`src/design/sdm_pkg.sv`:
```
// ----------------------------------------------------------------------------
// sdm_pkg: shared types and constants of the differential drive mixer
// Word layouts, register indexes, event codes and reset values.
// ----------------------------------------------------------------------------
package sdm_pkg;

    localparam int MODE_W     = 2;
    localparam int AXIS_W     = 8;
    localparam int DUTY_W     = 7;
    localparam int GAIN_W     = 9;
    localparam int CFG7_W     = 7;
    localparam int CFG_DATA_W = 9;
    localparam int CFG_IDX_W  = 2;

    localparam int FRAC_BITS_DEFAULT  = 8;
    localparam int FULL_SCALE_DEFAULT = 100;

    // Event codes carried in the mode field.
    localparam logic [MODE_W-1:0] MODE_STEER    = 2'd0;
    localparam logic [MODE_W-1:0] MODE_THROTTLE = 2'd1;
    localparam logic [MODE_W-1:0] MODE_REVERSE  = 2'd2;

    // Register indexes.
    localparam logic [CFG_IDX_W-1:0] REG_GAIN     = 2'd0;
    localparam logic [CFG_IDX_W-1:0] REG_DEADZONE = 2'd1;
    localparam logic [CFG_IDX_W-1:0] REG_FLOOR    = 2'd2;
    localparam logic [CFG_IDX_W-1:0] REG_DELTA    = 2'd3;

    // Reset values of the registers.
    localparam logic [GAIN_W-1:0] GAIN_RESET     = 9'd51;
    localparam logic [CFG7_W-1:0] DEADZONE_RESET = 7'd5;
    localparam logic [CFG7_W-1:0] FLOOR_RESET    = 7'd2;
    localparam logic [CFG7_W-1:0] DELTA_RESET    = 7'd1;

    typedef struct packed {
        logic [MODE_W-1:0]        mode;
        logic signed [AXIS_W-1:0] axis_value;
    } cmd_word_t;

    typedef struct packed {
        logic [DUTY_W-1:0] duty_left;
        logic [DUTY_W-1:0] duty_right;
        logic              duty_updated;
        logic              dir_left;
        logic              dir_right;
        logic              dir_changed;
    } res_word_t;

    typedef struct packed {
        logic [GAIN_W-1:0] smoothing_gain_q8;
        logic [CFG7_W-1:0] steer_deadzone;
        logic [CFG7_W-1:0] throttle_floor;
        logic [CFG7_W-1:0] update_delta;
    } cfg_t;

endpackage

```
`src/design/sdm_cfg_regs.sv`:
```
// ----------------------------------------------------------------------------
// sdm_cfg_regs: configuration register file
// Four write-only registers loaded by index from the write port.
// ----------------------------------------------------------------------------
module sdm_cfg_regs
    import sdm_pkg::*;
(
    input  logic                  clk,
    input  logic                  rst_n,
    input  logic                  cfg_we,
    input  logic [CFG_IDX_W-1:0]  cfg_index,
    input  logic [CFG_DATA_W-1:0] cfg_data,
    output cfg_t                  cfg
);

    cfg_t cfg_reg;
    cfg_t cfg_next;

    always_comb
    begin
        cfg_next = cfg_reg;
        if (cfg_we)
        begin
            case (cfg_index)
                REG_GAIN:     cfg_next.smoothing_gain_q8 = cfg_data;
                REG_DEADZONE: cfg_next.steer_deadzone = cfg_data[CFG7_W-1:0];
                REG_FLOOR:    cfg_next.throttle_floor = cfg_data[CFG7_W-1:0];
                REG_DELTA:    cfg_next.update_delta = cfg_data[CFG7_W-1:0];
                default:      cfg_next = cfg_reg;
            endcase
        end
    end

    always_ff @(posedge clk or negedge rst_n)
    begin
        if (!rst_n)
        begin
            cfg_reg.smoothing_gain_q8 <= GAIN_RESET;
            cfg_reg.steer_deadzone    <= DEADZONE_RESET;
            cfg_reg.throttle_floor    <= FLOOR_RESET;
            cfg_reg.update_delta      <= DELTA_RESET;
        end
        else
        begin
            cfg_reg <= cfg_next;
        end
    end

    assign cfg = cfg_reg;

endmodule

```
`src/design/sdm_mul.sv`:
```
// ----------------------------------------------------------------------------
// sdm_mul: shared signed multiplier
// One signed multiply with a registered product, loaded when enabled.
// ----------------------------------------------------------------------------
module sdm_mul
    import sdm_pkg::*;
#(
    parameter int OP_W = 18
)
(
    input  logic                       clk,
    input  logic                       en,
    input  logic signed [OP_W-1:0]     a,
    input  logic signed [OP_W-1:0]     b,
    output logic signed [2*OP_W-1:0]   p
);

    logic signed [2*OP_W-1:0] p_reg;

    always_ff @(posedge clk)
    begin
        if (en)
        begin
            p_reg <= a * b;
        end
    end

    assign p = p_reg;

endmodule

```
`src/design/smoothed_differential_drive_mixer_core.sv`:
```
// ----------------------------------------------------------------------------
// smoothed_differential_drive_mixer_core: skid-steer duty mixer
// Smooths steering and throttle events and mixes them into left/right duties.
// ----------------------------------------------------------------------------
// Each command word is one controller event. A steering word is saturated to
// +/-FULL_SCALE, deadzoned and folded into an exponential moving average; a
// throttle word either zeroes the throttle (below throttle_floor) or is folded
// into its own average. The smoothed throttle then feeds the outer wheel, and
// the inner wheel gets throttle * (1 - |steer| / FULL_SCALE). New duties are
// latched only when steering or throttle has moved by more than update_delta
// since the last latched pair. A reverse word flips the direction pins only
// while the smoothed throttle sits below throttle_floor. Every command word
// yields exactly one result word. All arithmetic runs through one registered
// multiplier under a small sequencer: g*raw, (1-g)*old, throttle*margin, and a
// reciprocal multiply that replaces the divide by FULL_SCALE. An axis word
// whose average is updated steps through EMA_G, EMA_OLD, EMA_SUM, MIX_TM,
// MIX_Q and FIN; a throttle word below the floor goes to MIX_TM, MIX_Q and FIN,
// and a reverse or unused word straight to FIN. FIN registers the result once
// the output register is free, and cmd_ready is high only in IDLE. A waiting
// result word lets the next command word be taken, but holds it in FIN.
// ----------------------------------------------------------------------------
module smoothed_differential_drive_mixer_core
    import sdm_pkg::*;
#(
    parameter int FRAC_BITS  = FRAC_BITS_DEFAULT,
    parameter int FULL_SCALE = FULL_SCALE_DEFAULT
)
(
    input  logic                  clk,
    input  logic                  rst_n,
    input  logic                  cmd_valid,
    output logic                  cmd_ready,
    input  cmd_word_t             cmd,
    output logic                  res_valid,
    input  logic                  res_ready,
    output res_word_t             res,
    input  logic                  cfg_we,
    input  logic [CFG_IDX_W-1:0]  cfg_index,
    input  logic [CFG_DATA_W-1:0] cfg_data
);

    // Fixed-point geometry. Steering state is signed Q.FRAC_BITS within
    // +/-FULL_SCALE, throttle state unsigned Q.FRAC_BITS within [0, FULL_SCALE].
    localparam longint ONE_Q   = longint'(1) << FRAC_BITS;
    localparam longint FULL_Q  = longint'(FULL_SCALE) * ONE_Q;
    localparam int     FS_W    = $clog2(FULL_SCALE + 1);
    localparam int     RAW_W   = ((FS_W > AXIS_W) ? FS_W : AXIS_W) + 1;
    localparam int     GW      = FRAC_BITS + 1;
    localparam int     GCW     = (GAIN_W > GW) ? GAIN_W : GW;
    localparam int     T_W     = $clog2(FULL_Q + 1);
    localparam int     S_W     = T_W + 1;
    localparam int     SUM_W   = S_W + FRAC_BITS + 2;

    // The inner duty is floor(floor(T*M / 2^(2F)) / FULL_SCALE). The second
    // divide is a multiply by a rounded-up reciprocal that is exact for every
    // quotient below 2^QW.
    localparam int     QW      = $clog2(FULL_SCALE * FULL_SCALE + 1);
    localparam int     LW      = $clog2(FULL_SCALE);
    localparam int     RSH     = QW + LW;
    localparam longint RECIP   = ((longint'(1) << RSH) + FULL_SCALE - 1) / FULL_SCALE;
    localparam int     RECIP_W = $clog2(RECIP + 1);

    // Operand width of the shared multiplier: wide enough for every product.
    localparam int     OW1     = (GW + 1 > RAW_W) ? GW + 1 : RAW_W;
    localparam int     OW2     = (OW1 > S_W) ? OW1 : S_W;
    localparam int     OW3     = (OW2 > QW + 1) ? OW2 : QW + 1;
    localparam int     OW4     = (OW3 > RECIP_W + 1) ? OW3 : RECIP_W + 1;
    localparam int     OP_W    = (OW4 > (RSH + DUTY_W + 1) / 2) ? OW4
                                 : (RSH + DUTY_W + 1) / 2;

    localparam int     DW      = S_W + FRAC_BITS + CFG7_W;
    localparam int     FLW     = T_W + FRAC_BITS + CFG7_W;

    // Sequencer states.
    localparam logic [2:0] ST_IDLE    = 3'd0;
    localparam logic [2:0] ST_EMA_G   = 3'd1;
    localparam logic [2:0] ST_EMA_OLD = 3'd2;
    localparam logic [2:0] ST_EMA_SUM = 3'd3;
    localparam logic [2:0] ST_MIX_TM  = 3'd4;
    localparam logic [2:0] ST_MIX_Q   = 3'd5;
    localparam logic [2:0] ST_FIN     = 3'd6;

    cfg_t cfg;

    sdm_cfg_regs u_cfg (
        .clk       (clk),
        .rst_n     (rst_n),
        .cfg_we    (cfg_we),
        .cfg_index (cfg_index),
        .cfg_data  (cfg_data),
        .cfg       (cfg)
    );

    logic                     mul_en;
    logic signed [OP_W-1:0]   mul_a;
    logic signed [OP_W-1:0]   mul_b;
    logic signed [2*OP_W-1:0] mul_p;

    sdm_mul #(
        .OP_W (OP_W)
    ) u_mul (
        .clk (clk),
        .en  (mul_en),
        .a   (mul_a),
        .b   (mul_b),
        .p   (mul_p)
    );

    // Control state.
    logic [2:0]  state_reg, state_next;
    logic        res_valid_reg, res_valid_next;

    // Smoothing and hold state.
    logic signed [S_W-1:0] steer_reg, steer_next;
    logic [T_W-1:0]        thr_reg, thr_next;
    logic signed [S_W-1:0] steer_app_reg, steer_app_next;
    logic [T_W-1:0]        thr_app_reg, thr_app_next;
    logic [DUTY_W-1:0]     duty_l_reg, duty_l_next;
    logic [DUTY_W-1:0]     duty_r_reg, duty_r_next;
    logic                  rev_reg, rev_next;

    // Per-word working registers.
    logic [MODE_W-1:0]       mode_reg, mode_next;
    logic signed [RAW_W-1:0] raw_reg, raw_next;
    logic signed [SUM_W-1:0] acc_reg, acc_next;
    res_word_t               res_reg, res_next;

    // Input preparation.
    logic signed [RAW_W-1:0] raw_ext;
    logic signed [RAW_W-1:0] fs_s;
    logic signed [RAW_W-1:0] dz_s;
    logic signed [RAW_W-1:0] floor_s;
    logic signed [RAW_W-1:0] steer_clamp;
    logic signed [RAW_W-1:0] steer_mag;
    logic signed [RAW_W-1:0] steer_prep;
    logic signed [RAW_W-1:0] thr_prep;
    logic                    thr_below;

    // Arithmetic helpers.
    logic [GW-1:0]           g_eff;
    logic [GW-1:0]           g_rest;
    logic signed [SUM_W-1:0] ema_sum;
    logic signed [SUM_W-1:0] ema_adj;
    logic signed [SUM_W-1:0] ema_q;
    logic signed [S_W:0]     margin_s;
    logic [T_W-1:0]          margin;
    logic [S_W-1:0]          steer_abs;
    logic [QW-1:0]           quot;
    logic [DUTY_W-1:0]       inner;
    logic [DUTY_W-1:0]       outer;
    logic [DUTY_W-1:0]       left_duty;
    logic [DUTY_W-1:0]       right_duty;
    logic signed [S_W:0]     steer_diff;
    logic signed [T_W:0]     thr_diff;
    logic [DW-1:0]           steer_dev;
    logic [DW-1:0]           thr_dev;
    logic [DW-1:0]           delta_q;
    logic                    moved;
    logic                    rev_allowed;
    logic                    slot_free;

    always_comb
    begin
        raw_ext     = RAW_W'(cmd.axis_value);
        fs_s        = RAW_W'(FULL_SCALE);
        dz_s        = RAW_W'(cfg.steer_deadzone);
        floor_s     = RAW_W'(cfg.throttle_floor);

        // Steering: saturate, then deadzone on the magnitude.
        if (raw_ext > fs_s)
        begin
            steer_clamp = fs_s;
        end
        else if (raw_ext < -fs_s)
        begin
            steer_clamp = -fs_s;
        end
        else
        begin
            steer_clamp = raw_ext;
        end
        steer_mag  = steer_clamp[RAW_W-1] ? -steer_clamp : steer_clamp;
        steer_prep = (steer_mag < dz_s) ? '0 : steer_clamp;

        // Throttle: the floor test sees the raw value, saturation comes after.
        thr_below = raw_ext < floor_s;
        thr_prep  = (raw_ext > fs_s) ? fs_s : raw_ext;
    end

    always_comb
    begin
        // Gains above unity saturate to unity.
        g_eff  = (GCW'(cfg.smoothing_gain_q8) > GCW'(ONE_Q)) ? GW'(ONE_Q)
                 : GW'(cfg.smoothing_gain_q8);
        g_rest = GW'(ONE_Q) - g_eff;

        // EMA sum; the shift toward zero needs a bias on negative sums.
        ema_sum = (acc_reg <<< FRAC_BITS) + SUM_W'(mul_p);
        ema_adj = ema_sum[SUM_W-1] ? ema_sum + SUM_W'(ONE_Q - 1) : ema_sum;
        ema_q   = ema_adj >>> FRAC_BITS;

        // Inner-wheel margin: FULL_Q - |steer|, never negative.
        steer_abs = steer_reg[S_W-1] ? S_W'(-steer_reg) : S_W'(steer_reg);
        margin_s  = (S_W+1)'(FULL_Q) - $signed({1'b0, steer_abs});
        margin    = margin_s[S_W] ? '0 : T_W'(margin_s);

        quot  = mul_p[2*FRAC_BITS +: QW];
        inner = mul_p[RSH +: DUTY_W];
        outer = DUTY_W'(thr_reg >> FRAC_BITS);

        left_duty  = outer;
        right_duty = outer;
        if (steer_reg < 0)
        begin
            left_duty = inner;
        end
        else if (steer_reg > 0)
        begin
            right_duty = inner;
        end

        // Change detection against the last latched pair.
        steer_diff = (S_W+1)'(steer_reg) - (S_W+1)'(steer_app_reg);
        thr_diff   = $signed({1'b0, thr_reg}) - $signed({1'b0, thr_app_reg});
        steer_dev  = steer_diff[S_W] ? DW'(-steer_diff) : DW'(steer_diff);
        thr_dev    = thr_diff[T_W] ? DW'(-thr_diff) : DW'(thr_diff);
        delta_q    = DW'(cfg.update_delta) << FRAC_BITS;
        moved      = (steer_dev > delta_q) || (thr_dev > delta_q);

        rev_allowed = FLW'(thr_reg) < (FLW'(cfg.throttle_floor) << FRAC_BITS);
        slot_free   = !res_valid_reg || res_ready;
    end

    // Sequencer and datapath next-state logic.
    always_comb
    begin
        state_next     = state_reg;
        res_valid_next = res_valid_reg;
        steer_next     = steer_reg;
        thr_next       = thr_reg;
        steer_app_next = steer_app_reg;
        thr_app_next   = thr_app_reg;
        duty_l_next    = duty_l_reg;
        duty_r_next    = duty_r_reg;
        rev_next       = rev_reg;
        mode_next      = mode_reg;
        raw_next       = raw_reg;
        acc_next       = acc_reg;
        res_next       = res_reg;
        mul_en         = 1'b0;
        mul_a          = '0;
        mul_b          = '0;

        if (res_valid_reg && res_ready)
        begin
            res_valid_next = 1'b0;
        end

        case (state_reg)
            ST_IDLE:
            begin
                if (cmd_valid)
                begin
                    mode_next = cmd.mode;
                    if (cmd.mode == MODE_STEER)
                    begin
                        raw_next   = steer_prep;
                        state_next = ST_EMA_G;
                    end
                    else if (cmd.mode == MODE_THROTTLE)
                    begin
                        raw_next = thr_prep;
                        if (thr_below)
                        begin
                            thr_next   = '0;
                            state_next = ST_MIX_TM;
                        end
                        else
                        begin
                            state_next = ST_EMA_G;
                        end
                    end
                    else
                    begin
                        state_next = ST_FIN;
                    end
                end
            end

            ST_EMA_G:
            begin
                mul_en     = 1'b1;
                mul_a      = OP_W'(g_eff);
                mul_b      = OP_W'(raw_reg);
                state_next = ST_EMA_OLD;
            end

            ST_EMA_OLD:
            begin
                mul_en   = 1'b1;
                mul_a    = OP_W'(g_rest);
                acc_next = SUM_W'(mul_p);
                if (mode_reg == MODE_STEER)
                begin
                    mul_b = OP_W'(steer_reg);
                end
                else
                begin
                    mul_b = OP_W'(thr_reg);
                end
                state_next = ST_EMA_SUM;
            end

            ST_EMA_SUM:
            begin
                if (mode_reg == MODE_STEER)
                begin
                    steer_next = S_W'(ema_q);
                end
                else
                begin
                    thr_next = T_W'(ema_q);
                end
                state_next = ST_MIX_TM;
            end

            ST_MIX_TM:
            begin
                mul_en     = 1'b1;
                mul_a      = OP_W'(thr_reg);
                mul_b      = OP_W'(margin);
                state_next = ST_MIX_Q;
            end

            ST_MIX_Q:
            begin
                mul_en     = 1'b1;
                mul_a      = OP_W'(quot);
                mul_b      = OP_W'(RECIP);
                state_next = ST_FIN;
            end

            ST_FIN:
            begin
                if (slot_free)
                begin
                    res_next.duty_updated = 1'b0;
                    res_next.dir_changed  = 1'b0;
                    res_next.duty_left    = duty_l_reg;
                    res_next.duty_right   = duty_r_reg;
                    res_next.dir_left     = !rev_reg;
                    res_next.dir_right    = rev_reg;
                    if ((mode_reg == MODE_STEER) || (mode_reg == MODE_THROTTLE))
                    begin
                        if (moved)
                        begin
                            duty_l_next           = left_duty;
                            duty_r_next           = right_duty;
                            steer_app_next        = steer_reg;
                            thr_app_next          = thr_reg;
                            res_next.duty_left    = left_duty;
                            res_next.duty_right   = right_duty;
                            res_next.duty_updated = 1'b1;
                        end
                    end
                    else if ((mode_reg == MODE_REVERSE) && rev_allowed)
                    begin
                        rev_next             = !rev_reg;
                        res_next.dir_left    = rev_reg;
                        res_next.dir_right   = !rev_reg;
                        res_next.dir_changed = 1'b1;
                    end
                    res_valid_next = 1'b1;
                    state_next     = ST_IDLE;
                end
            end

            default:
            begin
                state_next = ST_IDLE;
            end
        endcase
    end

    always_ff @(posedge clk or negedge rst_n)
    begin
        if (!rst_n)
        begin
            state_reg     <= ST_IDLE;
            res_valid_reg <= 1'b0;
            steer_reg     <= '0;
            thr_reg       <= '0;
            steer_app_reg <= '0;
            thr_app_reg   <= '0;
            duty_l_reg    <= '0;
            duty_r_reg    <= '0;
            rev_reg       <= 1'b0;
        end
        else
        begin
            state_reg     <= state_next;
            res_valid_reg <= res_valid_next;
            steer_reg     <= steer_next;
            thr_reg       <= thr_next;
            steer_app_reg <= steer_app_next;
            thr_app_reg   <= thr_app_next;
            duty_l_reg    <= duty_l_next;
            duty_r_reg    <= duty_r_next;
            rev_reg       <= rev_next;
        end
    end

    // Working registers carry no reset: each is written before it is read.
    always_ff @(posedge clk)
    begin
        mode_reg <= mode_next;
        raw_reg  <= raw_next;
        acc_reg  <= acc_next;
        res_reg  <= res_next;
    end

    assign cmd_ready = (state_reg == ST_IDLE);
    assign res_valid = res_valid_reg;
    assign res       = res_reg;

endmodule

```
`config.mk`:
```
export PLATFORM = sky130hd
export DESIGN_NAME = smoothed_differential_drive_mixer_core
export DESIGN_NICKNAME = d
export VERILOG_FILES = /design/src/design/sdm_pkg.sv /design/src/design/sdm_cfg_regs.sv /design/src/design/sdm_mul.sv /design/src/design/smoothed_differential_drive_mixer_core.sv
export SDC_FILE = /design/constraint.sdc
export NUM_CORES = 1
export LEC_CHECK = 0
export BUFFER_PORTS_ARGS = -buffer_cell sky130_fd_sc_hd__buf_2
export CAP_MARGIN = 20
export CORE_MARGIN = 4
export CORE_UTILIZATION = 55
export DETAILED_ROUTE_END_ITERATION = 16
export GPL_ROUTABILITY_DRIVEN = 0
export PLACE_DENSITY = 0.71
export SLEW_MARGIN = 20
export SYNTH_ARGS = -nofsm -noshare
export SYNTH_HDL_FRONTEND = slang
export SYNTH_SLANG_ARGS = --single-unit
```
`constraint.sdc`:
```
create_clock -name clk -period 12.05 [get_ports clk]
set_input_delay 3.0125 -clock clk [delete_from_list [all_inputs] [get_ports clk]]
set_output_delay 3.0125 -clock clk [all_outputs]
set_load 0.005 [all_outputs]
```
# After elaboration in Yosys (flattened, before gate mapping)
# Cells that the tools add are included.
totals:
  register_bits: 188
  latchBits: 0
  mem_bits_rw: 0
  mem_bits_ro: 0
  input_bits: 26
  output_inout_bits: 20
  word_cells: 128
  memories: 0
op_classes:
  addsub: 10
  mul: 1
  div_mod_pow: 0
  n_lt_le_gt_ge: 10
  eq_ne: 18
  shifts: 0
  mux: 39
  bitwise: 1
  n_reduce_logical: 26
ops:
  columns: ["operator", "n"]
  rows:
  - ["two-way mux 15 bit", 8]
  - ["two-way mux 9 bit", 8]
  - ["one-hot mux 16 bit (4 select lines)", 1]
  - ["greater-than comparator 31 x 15 -> 1 bit", 2]
  - ["two-way mux 31 bit", 2]
  - ["one-hot mux 15 bit (4 select lines)", 1]
  - ["two-way mux 16 bit", 2]
  - ["negator 16 -> 31 bit", 1]
  - ["negator 17 -> 31 bit", 1]
  - ["multiplier 16 x 16 -> 30 bit", 1]
  - ["one-hot mux 15 bit (2 select lines)", 1]
  - ["adder 26 bit", 1]
  - ["adder 24 x 9 -> 24 bit, second input constant", 1]
  - ["two-way mux 24 bit", 1]
  - ["two-way mux 3 bit", 7]
  - ["two-way mux 7 bit", 3]
  - ["one-hot mux 3 bit (7 select lines)", 1]
  - ["subtractor 15 x 16 -> 17 bit, first input constant", 1]
  - ["subtractor 16 x 16 -> 17 bit", 1]
  - ["greater-than comparator 16 x 1 -> 1 bit, second input constant", 1]
  - ["< comparator 16 x 1 -> 1 bit, second input constant", 1]
  - ["negator 16 bit", 1]
  - ["AND reduction 2 bit", 8]
  - ["subtractor 15 x 15 -> 16 bit", 1]
  - ["27 further kinds", 49]

# Logic depth before layout (Yosys ltp)
# Gate-level depths: netlist of the first run.
logic_depth:
  depth_word: 8
  mapped_depth: 35
  mapped_depth_nobuf: 34

# Cells and area by module
# Synthesis of the first run repeated with hierarchy kept, for this count alone.
hier_totals:
  cells_unflattened: 2423
  hier_area_um2: 23085.9
modules_own_cells:
  columns: ["mod", "instances", "cells_per_inst", "area_per_inst_um2", "seq_area_each_um2"]
  rows:
  - ["smoothed_differential_drive_mixer_core", 1, 1207, 10995.5, 3408.3]
  - ["sdm_mul", 1, 1151, 10935.5, 960.9]
  - ["sdm_cfg_regs", 1, 65, 1154.9, 760.7]

# Least setup slack after synthesis of the first run
# No wires, ideal clock.
synth_timing:
  path_kind: "flip-flop to flip-flop"
  from: "reg steer_reg[2]"
  to: "reg u_mul.p_reg[29] (netlist: u_mul.p[29]) (data pin)"
  setup_ns: 0.260
  t_arrival_ns: 8.294
  required_ns: 11.790
  setup_slack_ns: 3.496
  stages_incl_launch_ff: 33
  n_path_buf: 3
  synth_period_minus_slack_ns: 8.554
  path_cell_list: "dfrtp_1 -> clkbuf_1 -> nor4_2 -> a21boi_0 -> xnor2_1 -> nand4_1 -> o21ai_1 -> a21oi_1 -> a21bo_2 -> buf_2 -> o221ai_1 -> buf_2 -> nand2_1 -> fa_1 -> fa_1 -> inv_1 -> fa_1 -> fa_1 -> fa_1 -> inv_1 -> fa_1 -> inv_1 -> ha_1 -> a21o_1 -> a21o_1 -> a21oi_1 -> o21ai_0 -> or3_1 -> o21ai_0 -> o211ai_1 -> a21o_1 -> a21oi_1 -> xnor2_1"
synth_between:
  elab_chain_cells: 6
synth_lines:
  columns: ["element", "line", "source"]
  rows:
  - ["start: declaration", "smoothed_differential_drive_mixer_core.sv:114", "logic signed [S_W-1:0] steer_reg, steer_next;"]
  - ["start signal: assignment", "smoothed_differential_drive_mixer_core.sv:403", "steer_reg <= steer_next;"]
  - ["negator 16 bit", "smoothed_differential_drive_mixer_core.sv:203", "steer_abs = steer_reg[S_W-1] ? S_W'(-steer_reg) : S_W'(steer_reg);"]
  - ["two-way mux 16 bit", "smoothed_differential_drive_mixer_core.sv:203", null]
  - ["subtractor 15 x 16 -> 17 bit", "smoothed_differential_drive_mixer_core.sv:204", "margin_s = (S_W+1)'(FULL_Q) - $signed({1'b0, steer_abs});"]
  - ["two-way mux 15 bit", "smoothed_differential_drive_mixer_core.sv:205", "margin = margin_s[S_W] ? '0 : T_W'(margin_s);"]
  - ["one-hot mux 16 bit (4 select lines) (*)", "smoothed_differential_drive_mixer_core.sv:259", "case (state_reg)"]
  - ["multiplier 16 x 16 -> 30 bit (*)", "sdm_mul.sv:24", "p_reg <= a * b;"]
  - ["end signal: assignment", "sdm_mul.sv:24", null]
  - ["end: declaration", "sdm_mul.sv:18", "logic signed [2*OP_W-1:0] p_reg;"]
# Mark *: on every way between the ends. The rest lies on a longest branch, timed or not.
# A chain may end at the register's enable or synchronous reset.

# Worst setup path in the final report of the first run
# Same ends and word-level chain as after synthesis.

==> results of run 1 <==
[cells by family (layout without fill, tap and decap cells)]
family	after synthesis	after routing	synth area share (%)
AND/OR/NAND/NOR	702	702	15.4
buffers and inverters	408	418	7.29
AO/OA/AOI/OAI	403	403	13.1
adder cells (fa/ha/maj)	380	380	28.4
flip-flops	187	187	23.5
multiplexers	141	141	7.19
XOR/XNOR	124	124	5.07
[synthesized netlist by cell type (6+ instances only)]
| cell | number | area [um^2] |
|---|---|---|
| or2_2 | 12 | 75.1 |
| xnor2_1 | 85 | 744 |
| o211ai_1 | 10 | 75.1 |
| edfxtp_1 | 76 | 2280 |
| mux2_2 | 109 | 1230 |
| inv_1 | 317 | 1190 |
| o21ai_0 | 74 | 370 |
| dfrtp_1 | 103 | 2580 |
| xor2_1 | 38 | 333 |
| and2_1 | 22 | 138 |
| dfstp_2 | 8 | 210 |
| o21a_1 | 14 | 105 |
| o21bai_1 | 6 | 45.0 |
| ha_1 | 197 | 2460 |
| o2bb2ai_1 | 12 | 105 |
| or3_1 | 9 | 56.3 |
| a221oi_1 | 6 | 52.6 |
| a31oi_1 | 23 | 144 |
| nor2_1 | 227 | 852 |
| o221ai_1 | 10 | 87.6 |
| nand3b_1 | 9 | 67.6 |
| o31ai_1 | 9 | 67.6 |
| fa_1 | 183 | 3660 |
| a221o_1 | 6 | 60.1 |
| buf_2 | 8 | 40.0 |
| a21oi_1 | 88 | 440 |
| nor3_1 | 47 | 235 |
| nand4_1 | 26 | 163 |
| nor4_1 | 15 | 93.8 |
| nand2_1 | 179 | 672 |
| clkbuf_1 | 74 | 278 |
| or4_1 | 9 | 67.6 |
| nand3_1 | 51 | 255 |
| o221a_2 | 9 | 101 |
| mux2i_1 | 30 | 300 |
| a21o_1 | 43 | 323 |
| a211oi_1 | 12 | 90.1 |
| and3_1 | 16 | 100 |
| nor2b_1 | 24 | 150 |
| nand2b_1 | 38 | 238 |
[how the worst min path moves through the flow]
stage | start | to | slack, ns
6_report | u_mul.p[0] | acc_reg[0] | 0.45
5_1_grt | u_mul.p[0] | acc_reg[0] | 0.48
4_1_cts | u_mul.p[0] | acc_reg[0] | 0.46
3_5_place_dp | u_mul.p[3] | acc_reg[3] | 0.44
3_3_place_gp | u_mul.p[3] | acc_reg[3] | 0.43
2_1_floorplan | u_mul.p[4] | acc_reg[4] | 0.43
[through the flow]
| step | area (um^2) | hold WS [ns] | utilization (%) | std cells |
|---|---|---|---|---|
| after global routing | 22900 | 0.479 | 59.1 | 2873 |
| after global placement | 22200 | 0.435 | 57.4 | 2841 |
| final | 22900 | 0.453 | 59.1 | 2873 |
| after CTS | 22900 | 0.456 | 59.0 | 2873 |
| after detailed placement | 22200 | 0.443 | 57.4 | 2841 |
| after floorplan | 21600 | 0.427 | - | 2345 |
[layout make-up]
| class | instances | share of cell area [%] |
|---|---|---|
| clock buffer | 19 | 1.89 |
| clock inverter | 13 | 0.814 |
| inverter | 317 | 5.20 |
| multi-input combinational | 1750 | 65.3 |
| sequential | 187 | 22.1 |
| tap | 518 | 2.83 |
| timing repair buffer | 69 | 1.78 |
[routing by layer]
layer	global-route usage [%]	vias to the layer above	share of wire, %
li1	-	8013	-
met1	38.5	8561	40
met2	46.0	857	46
met3	5.15	191	9.6
met4	10.6	0	4.4
met5	0	-	0
==> out/metrics.csv, run 1 <==
metric;value;unit
status;completed;
end_kind;flop;
syn_to_final_growth;6.16;%
antenna_found_initial;0;
multi_input_area;0.0150;mm^2
cp-startpoint;steer_reg[2];
drive_above_1_share;11.2;%
synth_area;0.0216;mm^2
regArea;0.00507;mm^2
start_util;55.7;%
syn_inst;2345;
synthArstFlopShare;59.4;%
vias_per_cell;6.13;
synth_ff_type;dfrtp_1;
insertion_delay;0.45;ns
synth_seq_cells;187;
die_area;0.0424;mm^2
grt-ovfl-total;0;
ys_types;91;
grt_first_pass_wirelength;94600;um
max_slew_margin;24.6;%
critical_path_class;reg2reg;
synth_edf_count;76;
io_pins;46;
r2r_end;u_mul.p[29];
reg2reg_setup_slack;2.07;ns
worst_path_most_repeated_cell;fa_1;
crit_required;12.24;ns
tightest_slew;1.13;ns
critPathMaxStageDelay;0.74;ns
setup_tns;0;ns
critical_path.top_delay_family;adder cells;
hold_class;reg2reg;
critPathBufInv;3;
nFillCells;3373;
ctsResizeCount;0;
via_count;17600;
grt_max_degree;76;
core;0.0387;mm^2
fin_crit_sh;82.8;%
numCtsBuffers;17;
dr.pass1.iters;8;
syn-num-nets;2751;
mostFrequentLayoutCell;inv_1;
wirelength;59500;um
ff2ff_path_depth;30;
fin_crit;9.98;ns
grt_pass1_vias;17600;
hold_buffers;0;
postRouteAntennaNets;0;
final_nets;2748;
num_rows;72;
drt_iter0_markers;1792;
cts.reportedPaths.clkPinSlew;0.07;ns
cts_tree;built;
wire_per_inst;20.7;um
grt.total_usage;28.5;%
cp-endpoint;u_mul.p[29];
die_h;206;um
r2r_start;steer_reg[2];
holdPathStages;0;
yosysWarnings;0;
cp_slowest_cell;nor4_2;
postSynthAreaPerCell;9.19;um^2
cap_violations;0;
drv_slew;0;
crit_fanout;25;
diodes;0;
rsz0062_at_grt;false;
cts_max_path_buffers;2;
cp.depth;30;
arrival;10.17;ns
die-width;206;um
dp_slack;2.08;ns
worstSetupStartpointType;flop;
mostFrequentLayoutCells;inv_1 (317), nor2_1 (226), ha_1 (197), fa_1 (183), nand2_1 (179);
detailed_place_hpwl;46600;um
cts_sinks;187;
io_buffers;45;
detail_route.drc_violations;0;
hold_viol_final;0;
htreeDepth;4;
max_freq;100;MHz
cts_root_buffer;clkbuf_16;
finalSetupViolations;0;
cts_setup_buffers;0;
setup_ws;2.07;ns
skew;0.0125;ns
yosysSeqAreaShare;23.5;%
Power of run 1 is left out: the tool's default activity adds up to more than one toggle a clock period on the data nets, which glitch-free logic cannot reach.
==> inputs of run 2 (changes only) <==
--- a/config.mk
+++ b/config.mk
@@ -5,13 +5,14 @@
 export SDC_FILE = /design/constraint.sdc
 export NUM_CORES = 1
 export LEC_CHECK = 0
+export ABC_AREA = 1
 export BUFFER_PORTS_ARGS = -buffer_cell sky130_fd_sc_hd__buf_2
 export CAP_MARGIN = 20
 export CORE_MARGIN = 4
 export CORE_UTILIZATION = 55
 export DETAILED_ROUTE_END_ITERATION = 16
 export GPL_ROUTABILITY_DRIVEN = 0
-export PLACE_DENSITY = 0.71
+export PLACE_DENSITY = 0.74
 export SLEW_MARGIN = 20
 export SYNTH_ARGS = -nofsm -noshare
 export SYNTH_HDL_FRONTEND = slang
==> constraint.sdc (replaced) <==
create_clock -name clk -period 8.6 [get_ports clk]
set_input_delay 2.15 -clock clk [delete_from_list [all_inputs] [get_ports clk]]
set_output_delay 2.15 -clock clk [all_outputs]
set_load 0.005 [all_outputs]
==> out/metrics.csv, run 2 <==
metric;value;unit;change
syn_inst;2951;;was 2345
place_area;0.0228;mm^2;was 0.0222 mm^2
nFillCells;3439;;was 3373
mostFrequentLayoutCells;nand2_1 (766), inv_1 (547), nor2_1 (292), ha_1 (197), fa_1 (183);;was inv_1 (317), nor2_1 (226), ha_1 (197), fa_1 (183), nand2_1 (179)
synth_top_area_share;16.7;%;was 17.0%
hold_class;reg2reg;;unchanged
dr.pass1.iters;6;;was 8
fin_crit_sh;94.4;%;was 82.8%
arrival;8.30;ns;was 10.17 ns
max_slew_margin;33.1;%;was 24.6%
cts_max_path_buffers;2;;unchanged
critPathMaxStageDelay;0.55;ns;was 0.74 ns
yosysTopAreaCell;fa_1;;unchanged
drt_iter0_markers;1931;;was 1792
drv_slew;0;;unchanged
insertion_delay;0.45;ns;about the same
wire_per_inst;17.9;um;was 20.7 um
die_h;208;um;was 206 um
drive_above_1_share;7.06;%;was 11.2%
wl_met1;25600;um;was 24000 um
cts_sinks;187;;unchanged
status;completed;;unchanged
finalInstanceArea;0.0235;mm^2;was 0.0229 mm^2
die-width;208;um;was 206 um
skew;0.0173;ns;was 0.0125 ns
final_nets;3408;;was 2748
synth_area;0.0219;mm^2;was 0.0216 mm^2
mostFrequentLayoutCell;nand2_1;;was inv_1
grt_pass1_vias;19600;;was 17600
wl_met3;5520;um;was 5720 um
cts_root_buffer;clkbuf_16;;unchanged
cap_violations;0;;unchanged
start_util;56.2;%;was 55.7%
cts.reportedPaths.clkPinSlew;0.07;ns;about the same
postRouteAntennaNets;0;;unchanged
yosysWarnings;0;;unchanged
fin_crit;8.11;ns;was 9.98 ns
core;0.0390;mm^2;was 0.0387 mm^2
io_pins;46;;unchanged
grt.total_usage;29.0;%;was 28.5%
antenna_found_initial;0;;unchanged
end_kind;flop;;unchanged
num_rows;72;;unchanged
multi_input_area;0.0144;mm^2;was 0.0150 mm^2
syn_to_final_growth;7.08;%;was 6.16%
cts_tree;built;;unchanged
grt_max_degree;66;;was 76
synthArstFlopShare;59.4;%;unchanged
yosysSeqAreaShare;23.1;%;was 23.5%
postSynthAreaPerCell;7.42;um^2;was 9.19 um^2
ys_types;58;;was 91
numCtsBuffers;17;;unchanged
syn-num-nets;3357;;was 2751
detailed_place_hpwl;50200;um;was 46600 um
synth_ff_type;dfrtp_1;;unchanged
finalSetupViolations;0;;unchanged
grt_first_pass_wirelength;102000;um;was 94600 um
setup_tns;0;ns;unchanged
critical_path_class;reg2reg;;unchanged
hold_buffers;0;;unchanged
vias_per_cell;5.67;;was 6.13
via_count;20000;;was 17600
grt-ovfl-total;0;;unchanged
synth_common_cells;nand2_1 (768), inv_1 (549), nor2_1 (293);;was inv_1 (317), nor2_1 (227), ha_1 (197)
crit_required;8.79;ns;was 12.24 ns
io_buffers;45;;unchanged
rsz0062_at_grt;false;;unchanged
regArea;0.00507;mm^2;unchanged
max_freq;123;MHz;was 100 MHz
final_cells;3533;;was 2873
ys_top_cells_by_area;fa_1 (17%), nand2_1 (13%), dfrtp_1 (12%), ha_1 (11%), edfxtp_1 (10%);;was fa_1 (17%), dfrtp_1 (12%), ha_1 (11%), edfxtp_1 (11%), mux2_2 (5.7%)
highest_layer;met4;;unchanged
wirelength;63200;um;was 59500 um
dr_wl_met2;29000;um;was 27200 um
worstSetupStartpointType;flop;;unchanged
synth_seq_cells;187;;unchanged
diodes;0;;unchanged
dp.cells;3493;;was 2841
htreeDepth;4;;unchanged
detail_route.drc_violations;0;;unchanged
yosysMostFrequentCell;nand2_1;;was inv_1
synth_edf_count;76;;unchanged
tightest_slew;1.00;ns;was 1.13 ns
die_area;0.0431;mm^2;was 0.0424 mm^2
cp_slowest_cell;fa_1;;was nor4_2
fin_util;60.1;%;was 59.1%
hold_viol_final;0;;unchanged
crit_fanout;9;;was 25
-- run 2: cell families after synthesis --
logic type	after synthesis	share of synthesized area (%)
XOR/XNOR	76	3.07
buffers and inverters	630	11.2
flip-flops	187	23.1
AO/OA/AOI/OAI	322	8.46
multiplexers	1	0.0514
AND/OR/NAND/NOR	1355	26.1
adder cells (fa/ha/maj)	380	28.0
-- run 2: per-layer routing --
layer  up-vias  GRT usage (%)
met5         -              0
met4         0           12.1
met3       189           5.35
met2       956           47.0
met1      9470           38.6
li1       9407              -
-- run 2: layout make-up --
class | instances | area share (%)
Clock buffer | 20 | 1.87
Clock inverter | 12 | 0.565
Inverter | 571 | 9.19
Multi-Input combinational cell | 2134 | 61.5
Sequential cell | 187 | 21.6
Tap cell | 518 | 2.76
Timing Repair Buffer | 91 | 2.55
-- run 2: path summary, 6_finish.rpt --
kind                                   start       endpoint  slack [ns]  cells past startpoint
worst max-delay path            steer_reg[1]    u_mul.p[29]        0.49                     36
worst min-delay path              u_mul.p[6]     acc_reg[6]        0.45                      0
worst max register to register  steer_reg[1]    u_mul.p[29]        0.49                     36
worst min register to register    u_mul.p[6]     acc_reg[6]        0.45                      0
max in group asynchronous              rst_n  u_cfg.cfg[29]        5.59                      2
min in group asynchronous              rst_n  u_cfg.cfg[19]        1.74                      1
-- run 2: worst max-delay path, delay by kind of cell, from the launching register on --
| kind | cells | cell delay [ns] |
|---|---|---|
| adders and majority gates | 8 | 3.73 |
| and+or+nand+nor | 19 | 2.48 |
| AOI/OAI and AO/OA | 2 | 0.54 |
| buffers and inverters | 6 | 0.49 |
| DFF | 1 | 0.46 |
| xor gates and xnor gates | 1 | 0.13 |
-- run 2: what timing repair did --
action                     CTS  global route
gates resized for setup      0            10
setup buffers                0             6
setup endpoints to repair    0             6
-- run 2: metrics by stage --
step	hold slack (ns)	setup slack [ns]
final	0.450	0.486
after global routing	0.455	0.00187
after CTS	0.451	0.336
after detailed placement	0.433	0.358
after global placement	0.429	0.680
after floorplan	0.427	1.44
Power of run 2 is left out for the same reason.
